$ cat config.mk
export PLATFORM = sky130hd
export DESIGN_NAME = length_prefixed_frame_deframer_unit
export DESIGN_NICKNAME = d
export VERILOG_FILES = /design/src/rtl/lpfd_pkg.sv /design/src/rtl/lpfd_parser.sv /design/src/rtl/lpfd_out_reg.sv /design/src/rtl/length_prefixed_frame_deframer_unit.sv
export SDC_FILE = /design/constraint.sdc
export NUM_CORES = 1
export LEC_CHECK = 0
export ABC_AREA = 0
export CAP_MARGIN = 30
export CORE_ASPECT_RATIO = 1.75
export CORE_UTILIZATION = 35
export CTS_CLUSTER_SIZE = 8
export DETAILED_ROUTE_END_ITERATION = 12
export DONT_BUFFER_PORTS = 1
export HOLD_SLACK_MARGIN = 0.12
export PLACE_DENSITY = 0.5
export SLEW_MARGIN = 20
export SYNTH_ARGS = -nofsm -noshare
export SYNTH_HDL_FRONTEND = slang
export SYNTH_SLANG_ARGS = --single-unit
$ cat constraint.sdc
create_clock -name clk -period 12.9 [get_ports clk]
set_input_delay 1.29 -clock clk [delete_from_list [all_inputs] [get_ports clk]]
set_output_delay 1.29 -clock clk [all_outputs]
set_load 0.02 [all_outputs]
$ cat src/rtl/lpfd_pkg.sv
// Shared types and constants for the length-prefixed frame deframer.
package lpfd_pkg;

  localparam logic [31:0] MAX_PAYLOAD_RESET = 32'd10485760;
  localparam logic [2:0]  HDR_LAST_BYTE     = 3'd7;
  localparam logic [2:0]  HDR_SERVICE_BYTES = 3'd4;

  typedef enum logic [1:0] {
    PHASE_HEADER  = 2'd0,
    PHASE_PAYLOAD = 2'd1,
    PHASE_ERROR   = 2'd2
  } phase_t;

  typedef struct packed {
    logic [31:0] service_id;
    logic [31:0] frame_length;
    logic [7:0]  payload_byte;
    logic        has_byte;
    logic        last;
    logic        status;
  } result_t;

endpackage

$ cat src/rtl/lpfd_parser.sv
// Frame parser: header gathering, payload counting, sticky length error.
module lpfd_parser (
  input  logic                 clk,
  input  logic                 rst,
  input  logic                 step,
  input  logic [7:0]           data_byte,
  input  logic [31:0]          max_payload,
  output logic                 res_valid,
  output lpfd_pkg::result_t    res
);

  lpfd_pkg::phase_t phase, phase_next;
  logic [2:0]  header_count, header_count_next;
  logic [31:0] held_service, held_service_next;
  logic [31:0] held_length, held_length_next;
  logic [31:0] bytes_left, bytes_left_next;
  logic [31:0] len_full;

  assign len_full = {held_length[23:0], data_byte};

  always_comb begin
    phase_next        = phase;
    header_count_next = header_count;
    held_service_next = held_service;
    held_length_next  = held_length;
    bytes_left_next   = bytes_left;
    case (phase)
      lpfd_pkg::PHASE_HEADER: begin
        if (header_count < lpfd_pkg::HDR_SERVICE_BYTES) begin
          held_service_next = {held_service[23:0], data_byte};
        end else begin
          held_length_next = len_full;
        end
        header_count_next = header_count + 3'd1;
        if (header_count == lpfd_pkg::HDR_LAST_BYTE) begin
          if (len_full > max_payload) begin
            phase_next = lpfd_pkg::PHASE_ERROR;
          end else if (len_full != 32'd0) begin
            bytes_left_next = len_full;
            phase_next      = lpfd_pkg::PHASE_PAYLOAD;
          end
        end
      end
      lpfd_pkg::PHASE_PAYLOAD: begin
        bytes_left_next = bytes_left - 32'd1;
        if (bytes_left == 32'd1) begin
          phase_next        = lpfd_pkg::PHASE_HEADER;
          header_count_next = 3'd0;
        end
      end
      default: begin
      end
    endcase
  end

  always_comb begin
    res_valid        = 1'b0;
    res.service_id   = held_service;
    res.frame_length = held_length;
    res.payload_byte = 8'd0;
    res.has_byte     = 1'b0;
    res.last         = 1'b0;
    res.status       = 1'b0;
    case (phase)
      lpfd_pkg::PHASE_HEADER: begin
        if (header_count == lpfd_pkg::HDR_LAST_BYTE) begin
          res.frame_length = len_full;
          if (len_full > max_payload) begin
            res_valid  = 1'b1;
            res.status = 1'b1;
          end else if (len_full == 32'd0) begin
            res_valid = 1'b1;
            res.last  = 1'b1;
          end
        end
      end
      lpfd_pkg::PHASE_PAYLOAD: begin
        res_valid        = 1'b1;
        res.payload_byte = data_byte;
        res.has_byte     = 1'b1;
        res.last         = (bytes_left == 32'd1);
      end
      default: begin
      end
    endcase
  end

  always_ff @(posedge clk) begin
    if (rst) begin
      phase        <= lpfd_pkg::PHASE_HEADER;
      header_count <= 3'd0;
      held_service <= 32'd0;
      held_length  <= 32'd0;
      bytes_left   <= 32'd0;
    end else if (step) begin
      phase        <= phase_next;
      header_count <= header_count_next;
      held_service <= held_service_next;
      held_length  <= held_length_next;
      bytes_left   <= bytes_left_next;
    end
  end

endmodule

$ cat src/rtl/lpfd_out_reg.sv
// Result register holding one request until the downstream side takes it.
module lpfd_out_reg (
  input  logic                 clk,
  input  logic                 rst,
  input  logic                 load,
  input  lpfd_pkg::result_t    res,
  input  logic                 out_stall,
  output logic                 out_valid,
  output lpfd_pkg::result_t    held
);

  always_ff @(posedge clk) begin
    if (rst) begin
      out_valid <= 1'b0;
    end else if (load) begin
      out_valid <= 1'b1;
    end else if (!out_stall) begin
      out_valid <= 1'b0;
    end
  end

  always_ff @(posedge clk) begin
    if (load) begin
      held <= res;
    end
  end

endmodule

$ cat src/rtl/length_prefixed_frame_deframer_unit.sv
// Top level: input register, frame parser, result register, max_payload register.
// An accepted byte goes to the input register, then its result to the result register.
// Throughput: one byte per cycle unless stalled; the parser state update is the loop.
// The input stalls only while the registered byte's result waits behind a stalled result.
// Reset (rst, synchronous): both stages empty, header phase, max_payload = 10485760.
module length_prefixed_frame_deframer_unit (
  input  logic        clk,
  input  logic        rst,
  input  logic        in_valid,
  output logic        in_stall,
  input  logic [7:0]  data_byte,
  input  logic        cfg_valid,
  output logic        cfg_ready,
  input  logic [31:0] cfg_data,
  output logic        out_valid,
  input  logic        out_stall,
  output logic [31:0] service_id,
  output logic [31:0] frame_length,
  output logic [7:0]  payload_byte,
  output logic        has_byte,
  output logic        last,
  output logic        status
);

  logic              s1_valid;
  logic [7:0]        s1_byte;
  logic [31:0]       max_payload;
  logic              res_valid;
  logic              go;
  lpfd_pkg::result_t res;
  lpfd_pkg::result_t held;

  assign cfg_ready = 1'b1;

  always_ff @(posedge clk) begin
    if (rst) begin
      max_payload <= lpfd_pkg::MAX_PAYLOAD_RESET;
    end else if (cfg_valid && cfg_ready) begin
      max_payload <= cfg_data;
    end
  end

  // a byte with no result never waits on the output side
  assign go       = s1_valid && !(res_valid && out_valid && out_stall);
  assign in_stall = s1_valid && !go;

  always_ff @(posedge clk) begin
    if (rst) begin
      s1_valid <= 1'b0;
    end else if (in_valid && !in_stall) begin
      s1_valid <= 1'b1;
    end else if (go) begin
      s1_valid <= 1'b0;
    end
  end

  always_ff @(posedge clk) begin
    if (in_valid && !in_stall) begin
      s1_byte <= data_byte;
    end
  end

  lpfd_parser u_parser (
    .clk         (clk),
    .rst         (rst),
    .step        (go),
    .data_byte   (s1_byte),
    .max_payload (max_payload),
    .res_valid   (res_valid),
    .res         (res)
  );

  lpfd_out_reg u_out_reg (
    .clk       (clk),
    .rst       (rst),
    .load      (go && res_valid),
    .res       (res),
    .out_stall (out_stall),
    .out_valid (out_valid),
    .held      (held)
  );

  assign service_id   = held.service_id;
  assign frame_length = held.frame_length;
  assign payload_byte = held.payload_byte;
  assign has_byte     = held.has_byte;
  assign last         = held.last;
  assign status       = held.status;

endmodule

==> results of run 1 <==
where the power goes:
part / switching [mW] / leakage (nW) / internal, mW / total (mW)
Clock: 0.291 / 0.411 / 0.442 / 0.733
Sequential: 0.0120 / 1.96 / 0.722 / 0.734
Combinational: 0.0262 / 1.76 / 0.0207 / 0.0469
Total: 0.330 / 4.12 / 1.18 / 1.51
per-stage QoR:
step                      utilization, %  worst slack, ns  hold WS [ns]  total power [mW]
final                               40.3             8.06         0.425              1.51
after global routing                40.3             7.92         0.450              1.57
after CTS                           40.3             8.11         0.426              1.53
after detailed placement            37.1             8.71         0.414             0.796
after global placement              37.0             8.72         0.414             0.795
after floorplan                        -             6.82         0.408             0.787
final cells by class:
| class | count | area share (%) |
|---|---|---|
| Clock inverter | 1 | 0.0793 |
| Timing Repair Buffer | 15 | 1.20 |
| Multi-Input combinational cell | 640 | 38.3 |
| Inverter | 43 | 1.46 |
| Tap cell | 369 | 4.18 |
| Clock buffer | 52 | 7.74 |
| Sequential cell | 218 | 47.0 |
flip-flops by register name, summed over array words and instances, names as in the netlist:
name                   cells
s1_valid                   1
max_payload               32
u_out_reg.held            75
u_parser.bytes_left       32
s1_byte                    8
u_parser.phase             2
u_out_reg.out_valid        1
u_parser.held_service     32
u_parser.held_length      32
u_parser.header_count      3
final timing paths:
| kind | slack [ns] | depth (start not counted) | to | start |
|---|---|---|---|---|
| hold / removal | 0.43 | 0 | u_out_reg.held[69] | u_parser.held_service[26] |
| setup reg to reg | 8.67 | 9 | u_parser.bytes_left[22] | u_parser.held_length[6] |
| hold reg to reg | 0.43 | 0 | u_out_reg.held[69] | u_parser.held_service[26] |
| setup / recovery | 8.06 | 9 | in_stall | u_parser.held_length[6] |
worst register-to-register path, cell delays in order, from the launching register on:
cell and delay, ns:
dfxtp_1 0.48, ha_1 0.32, and3_1 0.19, o21ai_0 0.27, o41ai_1 0.15, a2111o_1 0.44
o21ai_1 0.56, a31o_2 0.56, nand2_1 0.64, o32ai_1 0.51
cells by family after synthesis:
| logic type | share of synthesized area, % |
|---|---|
| and+or+nand+nor | 16.2 |
| buffers and inverters | 4.50 |
| adders and majority gates | 4.58 |
| other | 0.0381 |
| muxes | 10.3 |
| DFF | 52.8 |
| AOI/OAI and AO/OA | 11.6 |
per-layer routing:
metal | up-vias | routed length, um | share of wire, %
met5 | - | 0 | 0
met4 | 0 | 907 | 3.2
met3 | 54 | 1200 | 4.3
met2 | 222 | 15300 | 54
met1 | 3482 | 10700 | 38
li1 | 3474 | - | -
cells in the final DEF, fill, tap and decap left out, types with 4 or more instances in the layout:
master,n
dfxtp_1,135
nor2_1,101
edfxtp_1,83
a21oi_1,81
nand2_1,79
mux2i_1,64
nand3_1,49
inv_1,43
ha_1,36
mux2_2,32
clkbuf_16,31
clkbuf_1,21
o21ai_0,19
nor4_1,19
nor3_1,19
o31ai_1,16
buf_4,14
nand4_1,12
o32ai_1,12
and2_1,8
or3_1,6
and3_1,5
a211oi_1,5
o21a_1,4
a32o_1,4
o311ai_0,4
==> metrics.txt, run 1 <==
status=finished clean; post-CTS sizing=0; Slowest Stage Delay on Critical Path=0.56 ns; first-pass GRT wire length=43000 um; area occupied by multi-input gates=~4200 sq um; Syn Area/Cell=about 10 sq um; slowest cell on the critical path=o21ai_1; die height=224 um; Reg area=5190 sq um; area grow syn2layout=12.3%; share of the synthesized area in the top cell type=27.5%; count leader, synth=dfxtp_1; initial antenna violation count=0; Rows=80; Fmax=207 MHz; Die W=129 um; Post-synth top cells=dfxtp_1 (135), nor2_1 (101), edfxtp_1 (83), a21oi_1 (82), nand2_1 (79); CTS tree=yes; normalized max-slew margin=40.5%; final cell count without fillers=roughly 1300; ys async rst share=0%; sequential share of the synthesized area=between 50 and 60%; IO Count=123; Antenna diodes=0; Max FO, Critical Path=8; clock latency at the later pin of the worst-skew pair=0.55 ns; YS warnings=0; dpl cells=1285; routed vias=7232; Synth cell types=64; DRC Markers=0; Via density=5.41; Root Driver=clkbuf_16; fill count=about 2700; EDFF count, synth=83; Initial Util=35.9%; antenna viol nets, final=0; dpl cell area=slightly above 10000 sq um; cells along the critical path=ha_1 -> and3_1 -> o21ai_0 -> o41ai_1 -> a2111o_1 -> o21ai_1 -> o221ai_1 -> nand4_1 -> inv_1; total global-route track usage=around a fifth; CP delay by family, top=compound AO/OA/AOI/OAI gates; largest net degree at the start of global routing=between 100 and 150; RSZ-0062 raised after global routing=false; max-cap viol count=0; cells after synthesis=approximately 970; I/O Buffers=0; WL/cell=about 21 um; Final Setup Violations=0; total grt overflow=0; Post-Syn Area=9830 sq um; required time of the critical path=11.61 ns; top_reg_cell synth=dfxtp_1; met3 global-route usage=between 2 and 3%; Clock Tree Buf Depth=3; met2 Use GR=36.8%; CTS Sinks=roughly 220; Max IR drop VDD=0.0764 mV; Post-CTS Hold Fix Bufs=0; Placeable Area=approximately 27000 sq um; Syn Nets=1047; pins over their slew limit=0; TritonCTS buffer count=31; WL final=28100 um; HP Class=flip-flop to flip-flop; Critical Path Sink Type=output port; Yosys reg bits=~220; 1st-iter DRT viols=486; M1 GR Usage=22.1%; Buf/Inv on CP=1; CP Launch Type=flip-flop; Max Clock Skew=0.0112 ns; H-tree Lvls=1; Setup Buffers After CTS=0; Area contributors post-synth=dfxtp_1 (27%), edfxtp_1 (25%), mux2i_1 (6.5%); Cell Pwr Density=137 nW/um^2; setup TNS=0 ns; design area=11000 sq um; CP arrival=~3.6 ns; Fin. Hold Viols=0; Setup CP Type=flip-flop to output port; drt first pass iters=7; Placer Congestion=between 0.8 and 0.9; layout cell share with drive strength beyond 1=a little over a tenth; vias in the first global route=just over 7000; Die Area=28800 sq um; Net count, final=1030; Worst-Margin Slew=0.885 ns; min Tclk post-route=4.84 ns; Leak=4.12 nW; global routing's busiest layer=met2; final period utilization=a little under two fifths; clock-pin slew on the worst setup and hold paths=0.05 ns; placed wire-length estimate=19100 um; cell taking the most area after synthesis=dfxtp_1
Power figures use the tool's default switching activity.
==> run 2, diff against run 1 <==
--- a/config.mk
+++ b/config.mk
@@ -5,7 +5,7 @@
 export SDC_FILE = /design/constraint.sdc
 export NUM_CORES = 1
 export LEC_CHECK = 0
-export ABC_AREA = 0
+export ABC_AREA = 1
 export CAP_MARGIN = 30
 export CORE_ASPECT_RATIO = 1.75
 export CORE_UTILIZATION = 35
==> constraint.sdc (replaced) <==
create_clock -name clk -period 4.9 [get_ports clk]
set_input_delay 0.49 -clock clk [delete_from_list [all_inputs] [get_ports clk]]
set_output_delay 0.49 -clock clk [all_outputs]
set_load 0.02 [all_outputs]
==> metrics.txt, run 2 <==
status=finished clean; final period utilization=70.3%; Net count, final=1405 (+36%); largest net degree at the start of global routing=68 (-49%); dpl cell area=10600 sq um (+3.9%); min Tclk post-route=about 3.4 ns; initial antenna violation count=0 (unchanged); commonest non-fill, non-tap cell in the layout=nand2_1; H-tree Lvls=1 (unchanged); CTS tree=yes; met2 Use GR=36.4% (-0.40 points); Worst-Margin Slew=0.827 ns (-0.0585 ns); Setup CP Type=flip-flop to flip-flop; Fmax=290 MHz; Syn Nets=1399 (+34%); layout cell share with drive strength beyond 1=5.94% (-4.6 points); top_reg_cell synth=dfxtp_1; Buf/Inv on CP=5 (+4); share of the synthesized area in the top cell type=26.2% (-1.3 points); clock latency at the later pin of the worst-skew pair=0.57 ns (+0.02 ns); Die W=132 um (+2.3%); cell taking the most area after synthesis=dfxtp_1; CP Launch Type=flip-flop; Power Total=4.21 mW (+180%); placed wire-length estimate=20500 um (+7.4%); slowest cell on the critical path=edfxtp_1; IO Count=123 (unchanged); antenna viol nets, final=0 (unchanged); YS warnings=0 (unchanged); WL final=28400 um (+1.2%); Yosys reg bits=218 (unchanged); Largest register FFs=75 (unchanged); Clock Tree Buf Depth=3 (unchanged); 1st-iter DRT viols=378 (-22%); Slowest Stage Delay on Critical Path=0.55 ns (about the same); WL/cell=16.5 um (-21%); I/O Buffers=0 (unchanged); Rows=82 (+2.5%); design area=11700 sq um (+5.9%); Placer Congestion=0.873 (+7.9%); die height=229 um (+2.3%); Syn Area/Cell=7.82 sq um (-23%); required time of the critical path=5.19 ns (-6.42 ns); Max IR drop VDD=0.223 mV (+190%); Critical Path Sink Type=flip-flop; R2R Path Start=s1_byte[0]; TritonCTS buffer count=31 (unchanged); RSZ-0062 raised after global routing=false; met3 global-route usage=2.95% (+0.20 points); sequential share of the synthesized area=50.4% (-2.4 points); HP Class=input port to flip-flop; Cell Pwr Density=360 nW/um^2 (+160%); DRC Markers=0 (unchanged); Area contributors post-synth=dfxtp_1 (26%), edfxtp_1 (24%), nand2_1 (11%); first-pass GRT wire length=44300 um (+2.9%); hold path start=cfg_data[2]; Top cell by count, worst path=nand2_1; fill count=2931 (+8.4%); Initial Util=35.7% (-0.12 points); total global-route track usage=19.0% (-0.73 points); Post-synth top cells=nand2_1 (313), nor2_1 (270), inv_1 (152), dfxtp_1 (135), o21ai_0 (94); routed vias=8118 (+12%); Via density=4.71 (-13%); Die Area=30200 sq um (+4.7%); clock-pin slew on the worst setup and hold paths=0.05 ns (about the same); setup TNS=0 ns (unchanged); CP delay by family, top=buffers and inverters; Final Setup Violations=0 (unchanged); Synth cell types=37 (-42%); post-CTS sizing=0 (unchanged); Placeable Area=28800 sq um (+5.1%); CP arrival=3.74 ns (+0.19 ns); ys async rst share=0% (unchanged); Root Driver=clkbuf_16; EDFF count, synth=83 (unchanged); pins over their slew limit=0 (unchanged); CTS Sinks=218 (unchanged); Max Clock Skew=0.0289 ns (+0.0177 ns); vias in the first global route=7913 (+9.8%); Leak=5.34 nW (+30%); Fin. Hold Viols=0 (unchanged); Antenna diodes=0 (unchanged); Post-Syn Area=10300 sq um (+4.8%); max-cap viol count=0 (unchanged); area grow syn2layout=13.5%; Max FO, Critical Path=37 (+29); Setup Buffers After CTS=0 (unchanged); worst setup path startpoint=s1_byte[0]; cells along the critical path=inv_1 -> ha_1 -> inv_1 -> nand2_1 -> nand2_1 -> nand2_1 -> nand2_1 -> nand2_1 -> nand2_1 -> nand2_1 -> nand2_1 -> nand2_1 -> nand2_1 -> nand3_2 -> nand2_2 -> nand2_4 -> nand2_2 -> inv_1 -> nand2_1 -> clkinv_2 -> buf_4; M1 GR Usage=20.2% (-1.9 points); cells after synthesis=1318 (+36%); total grt overflow=0 (unchanged); normalized max-slew margin=44.8% (+4.3 points); Largest Register=u_out_reg.held; global routing's busiest layer=met2; count leader, synth=nand2_1; drt first pass iters=4 (-3); leading cell types in the layout, fill and taps excluded=nand2_1 (313), nor2_1 (269), inv_1 (150), dfxtp_1 (135), o21ai_0 (94)
-- run 2: cell types whose count changed after synthesis, moves of 15 or more --
| cell | delta |
|---|---|
| nand2_1 | +234 |
| nand3_1 | -25 |
| inv_1 | +109 |
| nor2_1 | +169 |
| nor3_1 | -15 |
| o31ai_1 | -16 |
| mux2_2 | -32 |
| o21ai_0 | +75 |
| mux2i_1 | -64 |
-- run 2: final cells by class --
class / count / area (sq um) / area share (%)
Clock buffer: 53 / 858 / 7.34
Clock inverter: 2 / 17.5 / 0.150
Inverter: 152 / 573 / 4.90
Multi-Input combinational cell: 891 / 4260 / 36.5
Sequential cell: 218 / 5190 / 44.4
Tap cell: 378 / 473 / 4.05
Timing Repair Buffer: 30 / 308 / 2.63
-- run 2: cells by family (layout without fill, tap and decap cells) --
kind of cell	Yosys count	in the layout	share of synthesized area (%)
fa+ha+maj	36	36	4.37
compound gates	172	172	8.50
xor+xnor	12	12	1.02
buf+inv	209	237	8.26
simple gates	670	670	27.4
other cells	1	1	0.0364
flops	218	218	50.4
-- run 2: through the flow --
| stage | hold slack, ns | util (%) | cells | setup slack [ns] |
|---|---|---|---|---|
| floorplan | 0.408 | - | 1318 | 1.24 |
| global placement | 0.413 | 36.7 | 1648 | 1.40 |
| detailed placement | 0.420 | 36.7 | 1648 | 1.37 |
| CTS | 0.121 | 40.3 | 1721 | 1.33 |
| global route | 0.141 | 40.5 | 1724 | 1.07 |
| finish | 0.132 | 40.5 | 1724 | 1.45 |
-- run 2: routing by layer --
metal  vias to the layer above  wire, um
met3                        58      1210
met2                       169     15400
met5                         -         0
met4                         0      1080
li1                       4189         -
met1                      3702     10700
-- run 2: worst reg2reg max path: stages, from the launching register on --
cell	delay [ns]
edfxtp_1	0.55
inv_1	0.16
ha_1	0.22
inv_1	0.05
nand2_1	0.04
nand2_1	0.05
nand2_1	0.05
nand2_1	0.06
nand2_1	0.05
nand2_1	0.08
nand2_1	0.05
nand2_1	0.05
nand2_1	0.04
nand2_1	0.11
nand3_2	0.09
nand2_2	0.12
nand2_4	0.10
nand2_2	0.11
inv_1	0.09
nand2_1	0.10
clkinv_2	0.53
buf_4	0.47
-- run 2: worst paths after layout --
check / slack (ns) / cells past startpoint / endpoint
min: 0.13 / 2 / max_payload[2]
max: 1.45 / 21 / u_out_reg.held[37]
max reg2reg: 1.45 / 21 / u_out_reg.held[37]
min reg2reg: 0.43 / 0 / u_out_reg.held[71]
-- run 2: repair_timing --
item / 4_1_cts / 5_1_grt
hold endpoints to repair: 19 / 0
endpoints found under the setup margin: 0 / 0
hold buffers: 18 / 0
-- run 2: where the power goes --
part	switching, mW	internal [mW]	total [mW]
logic	0.179	0.0989	0.278
registers	0.0472	1.93	1.98
clock network	0.782	1.17	1.95
==> run 3, diff against run 2 <==
==> constraint.sdc (replaced) <==
create_clock -name clk -period 3.6 [get_ports clk]
set_input_delay 0.36 -clock clk [delete_from_list [all_inputs] [get_ports clk]]
set_output_delay 0.36 -clock clk [all_outputs]
set_load 0.02 [all_outputs]
==> metrics.txt, run 3 (synthesis results as in run 2) <==
dpl cell area=10700 sq um (+0.80%); Final Setup Violations=0 (unchanged); post-CTS sizing=0 (unchanged); Power Internal=4.38 mW (+37%); Net count, final=1432 (+1.9%); total grt overflow=0 (unchanged); Cell Pwr Density=481 nW/um^2 (+33%); CP Launch Type=flip-flop; antenna viol nets, final=0 (unchanged); I/O Buffers=0 (unchanged); Largest register FFs=75 (unchanged); sequential power share=46.8% (-0.3 points); Power Total=5.75 mW (+36%); design area=11900 sq um (+2.2%); Antenna diodes=0 (unchanged); clock-pin slew on the worst setup and hold paths=0.05 ns (about the same); Fin Hold WS=0.184 ns (+0.0517 ns); Max Clock Skew=0.0192 ns (-0.00975 ns); Largest Register=u_out_reg.held; area occupied by multi-input gates=4260 sq um (unchanged); DRC Markers=0 (unchanged); Setup Buffers After CTS=0 (unchanged); Placer Congestion=0.862 (-1.2%); final core utilization=41.4% (+0.90 points); first-pass GRT wire length=44700 um (+0.89%); routed vias=8256 (+1.7%); CTS Sinks=218 (unchanged); Post-CTS Hold Fix Bufs=42 (+24); leading cell types in the layout, fill and taps excluded=nand2_1 (313), nor2_1 (269), inv_1 (150), dfxtp_1 (135), o21ai_0 (94); TritonCTS buffer count=31 (unchanged); DP Worst Slack=0.476 ns (-0.898 ns); Clk pwr share=46.0% (-0.4 points); commonest non-fill, non-tap cell in the layout=nand2_1; max-cap viol count=0 (unchanged); Hold Path Cell Cnt=2 (unchanged); setup TNS=0 ns (unchanged); Via density=4.72 (+0.13%); Rows=82 (unchanged); Switching Share=23.8% (-0.17 points); Fin. Hold Viols=0 (unchanged); CP arrival=3.29 ns (-0.45 ns); r2r setup slk=0.50 ns (-0.96 ns); Fmax=322 MHz (+11%); RSZ-0062 raised after global routing=false; Max FO, Critical Path=38 (+2.7%); R2R depth=16 (-24%); Root Driver=clkbuf_16; Clock Tree Buf Depth=3 (unchanged); Worst-Margin Slew=0.958 ns (+0.132 ns); dpl cells=1654 (+0.36%); Setup CP Type=flip-flop to flip-flop; fin worst setup slack=0.496 ns (-0.958 ns); min Tclk post-route=3.10 ns (-0.342 ns); initial antenna violation count=0 (unchanged); Die W=132 um (unchanged); H-tree Lvls=1 (unchanged); Placeable Area=28800 sq um (unchanged); Sw Pwr=1.37 mW (+36%); drt first pass iters=5 (+1); Die Area=30200 sq um (unchanged); largest net degree at the start of global routing=68 (unchanged); Critical Path Sink Type=flip-flop; area grow syn2layout=16.0%; total global-route track usage=19.3% (+0.28 points); die height=229 um (unchanged); Leak=5.45 nW (+1.9%); R2R Path Start=s1_byte[7]; WL/cell=16.4 um (-0.35%); worst flop-to-flop path endpoint=u_out_reg.held[42]; Comb power frac=7.2% (+0.6 points); vias in the first global route=8108 (+2.5%); required time of the critical path=3.79 ns (-1.40 ns); hold path start=cfg_data[22]; pins over their slew limit=0 (unchanged); normalized max-slew margin=35.6% (-9.2 points); HP Class=input port to flip-flop; CTS tree=yes; fill count=2939 (+0.27%); 1st-iter DRT viols=418 (+11%); status=finished clean; final cell count without fillers=1751 (+1.6%); Reg area=5190 sq um (unchanged); Max IR drop VDD=0.312 mV (+40%); layout cell share with drive strength beyond 1=5.97% (+0.029 points); Initial Util=35.7% (unchanged); placed wire-length estimate=20400 um (-0.37%); hold path endpoint=max_payload[22]; final period utilization=86.2% (+16 points); IO Count=123 (unchanged); clock latency at the later pin of the worst-skew pair=0.56 ns (about the same); WL final=28800 um (+1.2%)
## run 3: critical path, stage by stage, from the launching register on
cell and delay (ns):
edfxtp_1 0.55, ha_1 0.37, a21o_1 0.18, nor2_1 0.09, nand2_1 0.08, nand2_1 0.07
nand2_1 0.05, nand2_1 0.05, nand2_1 0.08, nand3_2 0.09, nand2_2 0.08, nand2_4 0.12
nand2_2 0.09, inv_1 0.13, nand2_1 0.11, clkinvlp_4 0.09, buf_4 0.49
## run 3: cell type report
class / count / share of cell area, %
tap: 378 / 3.96
clock buffer: 54 / 7.21
timing repair buffer: 57 / 4.77
sequential: 218 / 43.5
inverter: 152 / 4.82
clock inverter: 1 / 0.0733
multi-input combinational: 891 / 35.7
## run 3: how the worst max path moves through the flow
stage	start	end	slack, ns
6_report	s1_byte[7]	u_out_reg.held[42]	0.50
5_1_grt	s1_byte[5]	u_out_reg.held[42]	0.22
4_1_cts	s1_byte[7]	in_stall	0.45
3_5_place_dp	s1_byte[7]	u_out_reg.held[35]	0.48
3_3_place_gp	s1_byte[7]	u_out_reg.held[36]	0.51
2_1_floorplan	s1_byte[1]	u_out_reg.held[0]	0.33
## run 3: power by group through the flow
stage | sequential [mW] | clock [mW] | combinational, mW
6_report | 2.69 | 2.64 | 0.413
5_1_grt | 2.70 | 2.81 | 0.475
4_1_cts | 2.69 | 2.71 | 0.419
3_5_place_dp | 2.74 | 0 | 0.374
3_3_place_gp | 2.74 | 0 | 0.372
2_1_floorplan | 2.72 | 0 | 0.285
## run 3: routing by layer
metal | GRT usage, % | vias up | wire length, um
met3 | 2.64 | 73 | 1110
li1 | - | 4247 | -
met5 | 0 | - | 0
met2 | 37.1 | 190 | 15500
met1 | 20.0 | 3746 | 10800
met4 | 10.2 | 0 | 1370
